**config.mk**
```make
export PLATFORM = sky130hd
export DESIGN_NAME = serial_frame_deframer_unit_flat
export DESIGN_NICKNAME = d
export VERILOG_FILES = /design/src/rtl/core/sfd_pkg.sv /design/src/rtl/core/sfd_if.sv /design/src/rtl/core/sfd_parser.sv /design/src/rtl/core/sfd_out_buf.sv /design/src/rtl/core/serial_frame_deframer_unit.sv /design/src/flat_wrapper.sv
export SDC_FILE = /design/constraint.sdc
export NUM_CORES = 1
export LEC_CHECK = 0
export ABC_CLOCK_PERIOD_IN_PS = 9200
export BUFFER_PORTS_ARGS = -buffer_cell sky130_fd_sc_hd__buf_2
export CELL_PAD_IN_SITES_DETAIL_PLACEMENT = 1
export CELL_PAD_IN_SITES_GLOBAL_PLACEMENT = 2
export CORE_MARGIN = 2
export CORE_UTILIZATION = 35
export DETAILED_ROUTE_END_ITERATION = 6
export PLACE_DENSITY = 0.8
export SLEW_MARGIN = 20
export SYNTH_ARGS = -nofsm -noshare
export SYNTH_HDL_FRONTEND = slang
export SYNTH_HIERARCHICAL = 1
export SYNTH_SLANG_ARGS = --single-unit
export TNS_END_PERCENT = 100
```
**constraint.sdc**
```tcl
create_clock -name clk -period 9.2 [get_ports clk]
set_clock_uncertainty 0.15 [all_clocks]
set_input_delay 0.92 -clock clk [delete_from_list [all_inputs] [get_ports clk]]
set_output_delay 0.92 -clock clk [all_outputs]
set_load 0.03 [all_outputs]
```
**src/rtl/core/sfd_pkg.sv**
```systemverilog
`default_nettype none

package sfd_pkg;

  localparam int unsigned BYTE_W  = 8;
  localparam int unsigned INDEX_W = 10;
  localparam int unsigned COUNT_W = 3;

  localparam logic [BYTE_W-1:0]  START_BYTE     = 8'hAA;
  localparam logic [15:0]        HDR_TRL_BYTES  = 16'd16;
  localparam logic [15:0]        LENGTH_LIMIT   = 16'd1007;
  localparam logic [COUNT_W-1:0] RESERVED_BYTES = 3'd5;
  localparam logic [COUNT_W-1:0] CHECK_BYTES    = 3'd4;

  localparam logic KIND_PAYLOAD = 1'b0;
  localparam logic KIND_DONE    = 1'b1;

  typedef enum logic [2:0] {
    PH_WAIT_START = 3'd0,
    PH_SKIP       = 3'd1,
    PH_LENGTH     = 3'd2,
    PH_RESERVED   = 3'd3,
    PH_CHECK      = 3'd4,
    PH_PAYLOAD    = 3'd5,
    PH_TRAILER    = 3'd6
  } sfd_phase_t;

  typedef struct packed {
    logic               kind;
    logic [INDEX_W-1:0] payload_index;
    logic [BYTE_W-1:0]  payload_byte;
    logic               last_payload;
    logic [BYTE_W-1:0]  command_id;
    logic [INDEX_W-1:0] payload_length;
  } sfd_result_t;

  typedef struct packed {
    logic        push;
    sfd_result_t data;
  } sfd_push_t;

endpackage

`default_nettype wire

```
**src/rtl/core/sfd_if.sv**
```systemverilog
`default_nettype none

interface sfd_rx_if;
  import sfd_pkg::*;
  logic              valid;
  logic              ready;
  logic [BYTE_W-1:0] rx_byte;
  modport source (output valid, output rx_byte, input ready);
  modport sink (input valid, input rx_byte, output ready);
endinterface

interface sfd_res_if;
  import sfd_pkg::*;
  logic               valid;
  logic               ready;
  logic               kind;
  logic [INDEX_W-1:0] payload_index;
  logic [BYTE_W-1:0]  payload_byte;
  logic               last_payload;
  logic [BYTE_W-1:0]  command_id;
  logic [INDEX_W-1:0] payload_length;
  modport source (output valid, output kind, output payload_index, output payload_byte,
                  output last_payload, output command_id, output payload_length,
                  input ready);
  modport sink (input valid, input kind, input payload_index, input payload_byte,
                input last_payload, input command_id, input payload_length,
                output ready);
endinterface

`default_nettype wire

```
**src/rtl/core/sfd_parser.sv**
```systemverilog
`default_nettype none

module sfd_parser
  import sfd_pkg::*;
(
  input  wire logic              clk,
  input  wire logic              rst,
  input  wire logic              accept,
  input  wire logic [BYTE_W-1:0] rx_byte,
  output sfd_push_t              result
);

  sfd_phase_t         phase, phase_next;
  logic [COUNT_W-1:0] field_count, field_count_next;
  logic [INDEX_W-1:0] remaining, remaining_next;
  logic [INDEX_W-1:0] frame_length, frame_length_next;
  logic               length_bad, length_bad_next;
  logic [BYTE_W-1:0]  command_reg, command_reg_next;

  logic [15:0]        len16;
  logic               len_ok;
  logic [COUNT_W-1:0] fc_inc;
  logic [INDEX_W-1:0] idx;
  logic [INDEX_W-1:0] rem_dec;

  // Length byte counts whole-frame words; the header and trailer take 16 bytes.
  assign len16   = {6'd0, rx_byte, 2'b00} - HDR_TRL_BYTES;
  assign len_ok  = (len16 != 16'd0) && (len16 < LENGTH_LIMIT);
  assign fc_inc  = field_count + 3'd1;
  assign idx     = frame_length - remaining;
  assign rem_dec = remaining - 10'd1;

  always_ff @(posedge clk) begin
    if (rst) begin
      phase        <= PH_WAIT_START;
      field_count  <= '0;
      remaining    <= '0;
      frame_length <= '0;
      length_bad   <= 1'b0;
      command_reg  <= '0;
    end else begin
      phase        <= phase_next;
      field_count  <= field_count_next;
      remaining    <= remaining_next;
      frame_length <= frame_length_next;
      length_bad   <= length_bad_next;
      command_reg  <= command_reg_next;
    end
  end

  always_comb begin
    phase_next        = phase;
    field_count_next  = field_count;
    remaining_next    = remaining;
    frame_length_next = frame_length;
    length_bad_next   = length_bad;
    command_reg_next  = command_reg;
    result            = '0;
    if (accept) begin
      unique case (phase)
        PH_WAIT_START: begin
          if (rx_byte == START_BYTE) begin
            phase_next = PH_SKIP;
          end
        end
        PH_SKIP: begin
          phase_next = PH_LENGTH;
        end
        PH_LENGTH: begin
          length_bad_next   = ~len_ok;
          frame_length_next = len_ok ? len16[INDEX_W-1:0] : '0;
          remaining_next    = len_ok ? len16[INDEX_W-1:0] : '0;
          field_count_next  = '0;
          phase_next        = PH_RESERVED;
        end
        PH_RESERVED: begin
          if (fc_inc == RESERVED_BYTES) begin
            field_count_next = '0;
            phase_next       = PH_CHECK;
          end else begin
            field_count_next = fc_inc;
          end
        end
        PH_CHECK: begin
          if (fc_inc == CHECK_BYTES) begin
            field_count_next = '0;
            phase_next       = PH_PAYLOAD;
          end else begin
            field_count_next = fc_inc;
          end
        end
        PH_PAYLOAD: begin
          // A bad length drops the first byte after the header and resyncs.
          if (length_bad || remaining == '0) begin
            phase_next = PH_WAIT_START;
          end else begin
            if (idx == 10'd1) begin
              command_reg_next = rx_byte;
            end
            remaining_next            = rem_dec;
            result.push               = 1'b1;
            result.data.kind          = KIND_PAYLOAD;
            result.data.payload_index = idx;
            result.data.payload_byte  = rx_byte;
            result.data.last_payload  = (rem_dec == '0);
            if (rem_dec == '0) begin
              field_count_next = '0;
              phase_next       = PH_TRAILER;
            end
          end
        end
        PH_TRAILER: begin
          if (fc_inc == CHECK_BYTES) begin
            field_count_next           = '0;
            phase_next                 = PH_WAIT_START;
            result.push                = 1'b1;
            result.data.kind           = KIND_DONE;
            result.data.command_id     = command_reg;
            result.data.payload_length = frame_length;
          end else begin
            field_count_next = fc_inc;
          end
        end
        default: begin
          phase_next = PH_WAIT_START;
        end
      endcase
    end
  end

  a_bad_len_zero: assert property (@(posedge clk) disable iff (rst)
    length_bad |-> (frame_length == '0) && (remaining == '0))
    else $error("bad length must leave no payload to stream");

  a_done_after_trailer: assert property (@(posedge clk) disable iff (rst)
    result.push && result.data.kind == KIND_DONE |=> phase == PH_WAIT_START)
    else $error("frame done must return to start search");

  a_remaining_bound: assert property (@(posedge clk) disable iff (rst)
    remaining <= frame_length)
    else $error("remaining count exceeds frame length");

endmodule

`default_nettype wire

```
**src/rtl/core/sfd_out_buf.sv**
```systemverilog
`default_nettype none

module sfd_out_buf
  import sfd_pkg::*;
(
  input  wire logic       clk,
  input  wire logic       rst,
  input  wire sfd_push_t  wr,
  output logic            space,
  sfd_res_if.source       res
);

  sfd_result_t entry [2];
  logic        wr_ptr;
  logic        rd_ptr;
  logic [1:0]  count;
  logic        pop;

  // Two entries let the parser keep taking bytes while one result waits.
  assign space = (count != 2'd2);
  assign pop   = res.valid && res.ready;

  always_ff @(posedge clk) begin
    if (rst) begin
      wr_ptr <= 1'b0;
      rd_ptr <= 1'b0;
      count  <= '0;
    end else begin
      if (wr.push) begin
        wr_ptr <= ~wr_ptr;
      end
      if (pop) begin
        rd_ptr <= ~rd_ptr;
      end
      count <= count + {1'b0, wr.push} - {1'b0, pop};
    end
  end

  always_ff @(posedge clk) begin
    if (wr.push) begin
      entry[wr_ptr] <= wr.data;
    end
  end

  assign res.valid          = (count != 2'd0);
  assign res.kind           = entry[rd_ptr].kind;
  assign res.payload_index  = entry[rd_ptr].payload_index;
  assign res.payload_byte   = entry[rd_ptr].payload_byte;
  assign res.last_payload   = entry[rd_ptr].last_payload;
  assign res.command_id     = entry[rd_ptr].command_id;
  assign res.payload_length = entry[rd_ptr].payload_length;

  a_no_overflow: assert property (@(posedge clk) disable iff (rst)
    wr.push |-> space)
    else $error("result written into a full buffer");

  a_count_bound: assert property (@(posedge clk) disable iff (rst)
    count != 2'd3)
    else $error("buffer count out of range");

  a_ptr_match: assert property (@(posedge clk) disable iff (rst)
    (count == 2'd0 || count == 2'd2) |-> (wr_ptr == rd_ptr))
    else $error("buffer pointers disagree with count");

endmodule

`default_nettype wire

```
**src/rtl/core/serial_frame_deframer_unit.sv**
```systemverilog
`default_nettype none

// Channel  Dir  Handshake    Payload
// rx       in   valid/ready  rx_byte
// res      out  valid/ready  kind, payload_index, payload_byte, last_payload,
//                            command_id, payload_length
//
// One byte is taken per clock while rx.ready is high; each request is parsed in the cycle it is accepted.
// A result is registered into the output buffer and appears on res once it reaches the buffer head.
// Results wait in a two-entry buffer, so rx stays ready while one result stalls;
// rx.ready drops only when both entries are held.
// rst is synchronous and active high; it returns the parser to start-byte search.

module serial_frame_deframer_unit
  import sfd_pkg::*;
(
  input  wire logic clk,
  input  wire logic rst,
  sfd_rx_if.sink    rx,
  sfd_res_if.source res
);

  logic      space;
  logic      accept;
  sfd_push_t result;

  assign rx.ready = space;
  assign accept   = rx.valid && space;

  sfd_parser u_parser (
    .clk     (clk),
    .rst     (rst),
    .accept  (accept),
    .rx_byte (rx.rx_byte),
    .result  (result)
  );

  sfd_out_buf u_out_buf (
    .clk   (clk),
    .rst   (rst),
    .wr    (result),
    .space (space),
    .res   (res)
  );

endmodule

`default_nettype wire
```
**src/flat_wrapper.sv**
```systemverilog
// flat-port wrapper written by rule: the top's interface ports become plain ports
module serial_frame_deframer_unit_flat import sfd_pkg::*;
  (clk, rst, rx_valid, rx_rx_byte, rx_ready, res_valid, res_kind, res_payload_index, res_payload_byte, res_last_payload, res_command_id, res_payload_length, res_ready);
  sfd_rx_if rx_i ();
  sfd_res_if res_i ();
  input  wire logic clk;
  input  wire logic rst;
  input wire logic [$bits(rx_i.valid)-1:0] rx_valid;
  input wire logic [$bits(rx_i.rx_byte)-1:0] rx_rx_byte;
  output wire logic [$bits(rx_i.ready)-1:0] rx_ready;
  output wire logic [$bits(res_i.valid)-1:0] res_valid;
  output wire logic [$bits(res_i.kind)-1:0] res_kind;
  output wire logic [$bits(res_i.payload_index)-1:0] res_payload_index;
  output wire logic [$bits(res_i.payload_byte)-1:0] res_payload_byte;
  output wire logic [$bits(res_i.last_payload)-1:0] res_last_payload;
  output wire logic [$bits(res_i.command_id)-1:0] res_command_id;
  output wire logic [$bits(res_i.payload_length)-1:0] res_payload_length;
  input wire logic [$bits(res_i.ready)-1:0] res_ready;
  assign rx_i.valid = rx_valid;
  assign rx_i.rx_byte = rx_rx_byte;
  assign rx_ready = rx_i.ready;
  assign res_valid = res_i.valid;
  assign res_kind = res_i.kind;
  assign res_payload_index = res_i.payload_index;
  assign res_payload_byte = res_i.payload_byte;
  assign res_last_payload = res_i.last_payload;
  assign res_command_id = res_i.command_id;
  assign res_payload_length = res_i.payload_length;
  assign res_i.ready = res_ready;
  serial_frame_deframer_unit u_core (.clk(clk), .rst(rst), .rx(rx_i), .res(res_i));
endmodule
```
# Yosys cells after proc, flatten, opt, wreduce, memory -nomap -nowiden
# Memory sizes are Yosys's and may differ from the RTL's. A register that Yosys moved wholly into a read port is not among the register bits.
# Index checks and enable logic that the tools add are counted.
[classes] add_sub_neg=6 eq_ne=18 n_mux=26 n_lt_le_gt_ge=1 bitwise_logic=4 reduce_logical=17
[ops] cell="2-to-1 mux 39 bit" n=1
[ops] cell="2-to-1 mux 18 bit" n=2
[ops] cell="2-to-1 mux 3 bit" n=10
[ops] cell="2-to-1 mux 21 bit" n=1
[ops] cell="one-hot mux 3 bit (7 select lines)" n=1
[ops] cell="logical NOT 10 bit" n=2
[ops] cell="2-to-1 mux 10 bit" n=2
[ops] cell="one-hot mux 10 bit (2 select lines)" n=1
[ops] cell="2-to-1 mux 19 bit" n=1
[ops] cell="< comparator 16 x 10 -> 1 bit (second input constant)" n=1
[ops] cell="nonzero test 16 bit" n=1
[ops] cell="== test 3 bit (second input constant)" n=5
[ops] cell="inequality test 2 bit (second input constant)" n=7
[ops] cell="one-hot mux 3 bit (4 select lines)" n=1
[ops] cell="subtractor 10 x 5 -> 11 bit (second input constant)" n=1
[ops] cell="== test 10 x 1 -> 1 bit (second input constant)" n=1
[ops] cell="subtractor 10 x 1 -> 10 bit (second input constant)" n=1
[ops] cell="subtractor 10 bit" n=1
[ops] cell="== test 8 bit (second input constant)" n=1
[ops] cell="AND reduction 4 bit" n=2
[ops] cell="== test 3 x 2 -> 1 bit (second input constant)" n=2
[ops] cell="AND reduction 6 bit" n=1
[ops] cell="2-to-1 mux 1 bit" n=4
[ops] cell="inverter 1 bit" n=4
[ops] cell="other kinds (15)" n=18
[totals] inputBits=12 register_bits=39 mem_bits_rw=76 out_inout_bits=40 mem_count=1
[mem_list] name="u_core.u_out_buf.entry" depth=2 width=38 rd=1 rd_ports_with_merged_regs=1 wr=1 line_no="sfd_out_buf.sv:13" source="sfd_result_t entry [2];"

# Longest topological paths before layout
[logic_depth] word_depth=7 ltp_mapped=13 ltp_nobuf=9

# Hierarchy
# The synthesis kept the hierarchy.
[by_module_without_submodules] mod="sfd_out_buf" seq_area_each_um2=2382.3 area_each_um2=3064.2 instances=1 cells_each=141
[by_module_without_submodules] mod="sfd_parser" seq_area_each_um2=660.6 area_each_um2=2713.9 instances=1 cells_each=363
[by_module_without_submodules] mod="serial_frame_deframer_unit" seq_area_each_um2=0.0 area_each_um2=6.3 instances=1 cells_each=1

# Worst setup path before layout
# OpenSTA, ideal clock, no wires.
[synth_path] kind="input -> register" from="input port rx_valid" to="memory u_core/u_out_buf/entry[0][0] (netlist bit) (enable)" slack_ns=5.054 setup_ns=0.438 n_path_buf=0 arrival_ns=3.558 cell_stages=5 path_cell_list="and2_1 > nand2b_1 > nor3_1 > nand2b_1 > nor2b_1"
[synth_rtl] item="start: declaration" line_no="flat_wrapper.sv:8" source="input wire logic [$bits(rx_i.valid)-1:0] rx_valid;"
[synth_rtl] item="end: declaration" line_no="sfd_out_buf.sv:13"

==> impl_metrics.csv <==
group,metric,value,unit
detailed_routing,route.detailed.wl_per_inst,17.4,µm
global_route,grt_use_met3,3.68,%
power_and_ir_drop,p_switching,326,µW
sta,finalCritPeriodShare,42.6,%
floorplan,num_rows,46,
logic_synthesis,yosysTopAreaCell,"edfxtp_1",
logic_synthesis,synth_edf_count,76,
global_route,use_met1,19.5,%
global_route,grt_antenna_before_repair,0,
finish,largestRegisters,"u_core/u_out_buf/entry: 76 flops, u_core/u_parser/remaining: 10 flops",
sta,finalHoldViolCount,0,
logic_synthesis,synth_top_area_share,39.5,%
finish,num_antenna_cells,0,
placed_design,pre_cts_ws,5230,ps
run_status,status,"completed",
power_and_ir_drop,p_seq_share,40.4,%
clocking,cts_resized,0,
floorplan,dieHeight,133,µm
detailed_routing,wirelength,13600,µm
clocking,clockRootBuffer,"clkbuf_16",
logic_synthesis,synth_area,5780,µm²
hold_path,hold_start,"u_core/u_parser/frame_length[6]",
hold_path,min_path_cells,2,
clocking,clk_pin_slew,50,ps
global_route,grt.met2_usage,27.3,%
placed_design,gp_congestion,0.795,
power_and_ir_drop,vdd_ir_drop_max,0.000137,V
logic_synthesis,yosysWarnings,6,
finish,drive_gt1_share,25.1,%
logic_synthesis,ys_ff_latch,114,
setup_path,crit_path_end_kind,"flip-flop",
sta,grt_setup_unrepaired,"false",
power_and_ir_drop,clockPowerShare,51.1,%
sta,slew_headroom,31.7,%
logic_synthesis,synth_area_leaders,"edfxtp_1, dfxtp_1, mux2_4",
global_route,overflow,0,
clocking,cts_hold_buf,0,
sta,layout_min_cycle_time,3920,ps
finish,nNetsFinal,580,
logic_synthesis,ys_types,65,
finish,largest_reg_flops,76,
setup_path,worst-r2r-cell-count,7,
power_and_ir_drop,p_per_area,202,nW/µm²
clocking,clockBufferDepth,2,
logic_synthesis,synth_ff_type,"edfxtp_1",
placed_design,portBuffers,51,
floorplan,dieArea,17600,µm²
setup_path,r2r-start,"u_core/u_parser/remaining[0]",
finish,final_cell_area,6850,µm²
logic_synthesis,synthArstFlopShare,0,%
setup_path,arrival,3800,ps
sta,fmax,255,MHz
sta,max_slew.worst_pin.slew,1020,ps
sta,tns,0,ps
placed_design,dpl.hpwl,9340,µm
setup_path,setup.worst_path.start_class,"flip-flop",
logic_synthesis,netlist_instances,505,
global_route,grt_max_degree,43,
clocking,cts_max_level,4,
detailed_routing,viasPerCell,5.09,
hold_path,min_path_type,"reg2reg",
power_and_ir_drop,p_sw_share,23.6,%
sta,timing.final.ws_setup,5280,ps
finish,area_growth,18.4,%
clocking,numCtsBuffers,17,
detailed_routing,drtIter0Drc,206,
setup_path,path_max_fanout,38,
detailed_routing,vias,3963,
floorplan,initial_core_util,36.2,%
clocking,cts_tree,"done",
floorplan,core,16000,µm²
setup_path,path_class,"reg2reg",
power_and_ir_drop,power.share.combinational,8.5,%
setup_path,r2r_slack,5280,ps
power_and_ir_drop,p_leak,0.00270,µW
floorplan,die_w,133,µm
detailed_routing,ant_nets,0,
clocking,postCtsSetupBuffers,0,
setup_path,required,9070,ps
detailed_routing,dr.pass1.iters,5,
logic_synthesis,seq_area_frac_synth,52.6,%
placed_design,dpl-instance-area,6200,µm²
finish,top_register,"u_core/u_out_buf/entry",
floorplan,io_pins,52,
global_route,grt_usage,15.9,%
global_route,grt_first_pass_wirelength,21800,µm
power_and_ir_drop,p_int,1060,µW
detailed_routing,drc,0,
sta,hold_ws,328,ps
sta,slew_viol_final,0,
logic_synthesis,avgSynthCellArea,11.5,µm²
clocking,cts_sinks,114,
global_route,grt_pass1_vias,4179,
global_route,gr-max-usage-layer,"met2",
setup_path,rr_endpoint,"u_core/u_out_buf/entry[1][19]",
clocking,clkLatencyLatePin,410,ps
sta,finalSetupViolations,0,
job,drv_cap,0,
hold_path,hold_end,"u_core/u_parser/frame_length[6]",
## cells in the final DEF (no fill, tap or decap), drive strengths merged, types with 15 or more instances in the layout
cell type / Yosys / routed
a21oi: 31 / 31
and2: 27 / 27
buf: 14 / 53
clkbuf: 15 / 18
dfxtp: 38 / 38
edfxtp: 76 / 76
ha: 19 / 19
inv: 22 / 25
mux2: 41 / 41
nand2: 25 / 25
nand3: 17 / 17
nor2: 45 / 45
o21ai: 15 / 15
## power groups by stage
stage               Combinational (µW)  Sequential, µW  Clock, µW
global route                       126             561        746
detailed placement                 119             570          0
floorplan                          105             556          0
finish                             118             559        707
CTS                                120             559        726
global placement                   118             569          0
## synthesized netlist by cell type (2+ instances only)
| master | instances |
|---|---|
| ha_1 | 19 |
| mux2_2 | 20 |
| a21boi_0 | 2 |
| nor2_1 | 45 |
| nor3_1 | 10 |
| a21oi_1 | 31 |
| o2111ai_1 | 3 |
| nand4_1 | 2 |
| o21ai_1 | 2 |
| buf_2 | 7 |
| nand3_1 | 17 |
| o21ai_0 | 12 |
| o221ai_1 | 2 |
| clkbuf_1 | 15 |
| xnor2_1 | 11 |
| o31ai_1 | 3 |
| o32ai_1 | 2 |
| or3_1 | 2 |
| buf_6 | 4 |
| and3_1 | 6 |
| nor4_2 | 2 |
| nand2b_1 | 5 |
| and2_1 | 27 |
| nand2_1 | 25 |
| nor2b_1 | 8 |
| mux2i_1 | 11 |
| mux2_4 | 21 |
| inv_2 | 2 |
| edfxtp_1 | 76 |
| xor2_1 | 6 |
| nor3b_1 | 3 |
| or4_1 | 2 |
| a21o_1 | 2 |
| a31oi_1 | 7 |
| inv_1 | 20 |
| buf_4 | 2 |
| o21a_1 | 4 |
| a211oi_1 | 3 |
| dfxtp_1 | 38 |
## worst max-delay path, stage by stage (launching register included)
cell and delay (ps):
dfxtp_1 550, inv_1 110, ha_1 320, nor3b_2 240
a41oi_2 340, nand3_1 550, nand2b_1 380, and2_2 880
## stage by stage
stage          total power [µW]  cells  utilization [%]
6_report                   1380    778             42.8
2_1_floorplan               661    506                -
4_1_cts                    1410    778             42.8
3_5_place_dp                689    746             38.8
3_3_place_gp                687    745             38.6
5_1_grt                    1430    778             42.8
## how the worst max path moves through the flow
stage	to	slack [ps]	depth (start not counted)	startpoint
detailed placement	u_core/u_out_buf/entry[1][1]	5230	7	u_core/u_parser/remaining[0]
CTS	u_core/u_out_buf/entry[1][21]	5180	7	u_core/u_parser/remaining[0]
global placement	u_core/u_out_buf/entry[0][31]	5280	7	u_core/u_parser/remaining[0]
global route	u_core/u_out_buf/entry[1][26]	4920	7	u_core/u_parser/remaining[0]
finish	u_core/u_out_buf/entry[1][19]	5280	7	u_core/u_parser/remaining[0]
floorplan	u_core/u_out_buf/entry[0][0]	5050	5	rx_valid
## area by class of cell
type | count | area (µm²)
sequential | 114 | 3050
timing repair buffer | 53 | 290
tap | 216 | 270
inverter | 22 | 82.6
multi-input combinational | 341 | 2520
clock buffer | 18 | 439
fill | 1756 | 9150
clock inverter | 14 | 203
## logic make-up (layout without fill, tap and decap cells)
family                   after synthesis  count (layout)  synth area share (%)
adder cells (fa/ha/maj)               19              19                  4.11
AND/OR/NAND/NOR                      165             165                  15.1
other                                  1               2                0.0648
AO/OA/AOI/OAI                         85              85                  9.76
XOR/XNOR                              18              18                  2.96
flip-flops                           114             114                  52.6
multiplexers                          52              52                  11.2
buffers and inverters                 51             107                  4.11
## metal layers
metal  vias up  routed length [µm]
li1       1921                   -
met1      1964                6210
met2        71                6770
met4         0                 114
met3         7                 479
met5         -                   0
(Power assumes the default switching activity.)
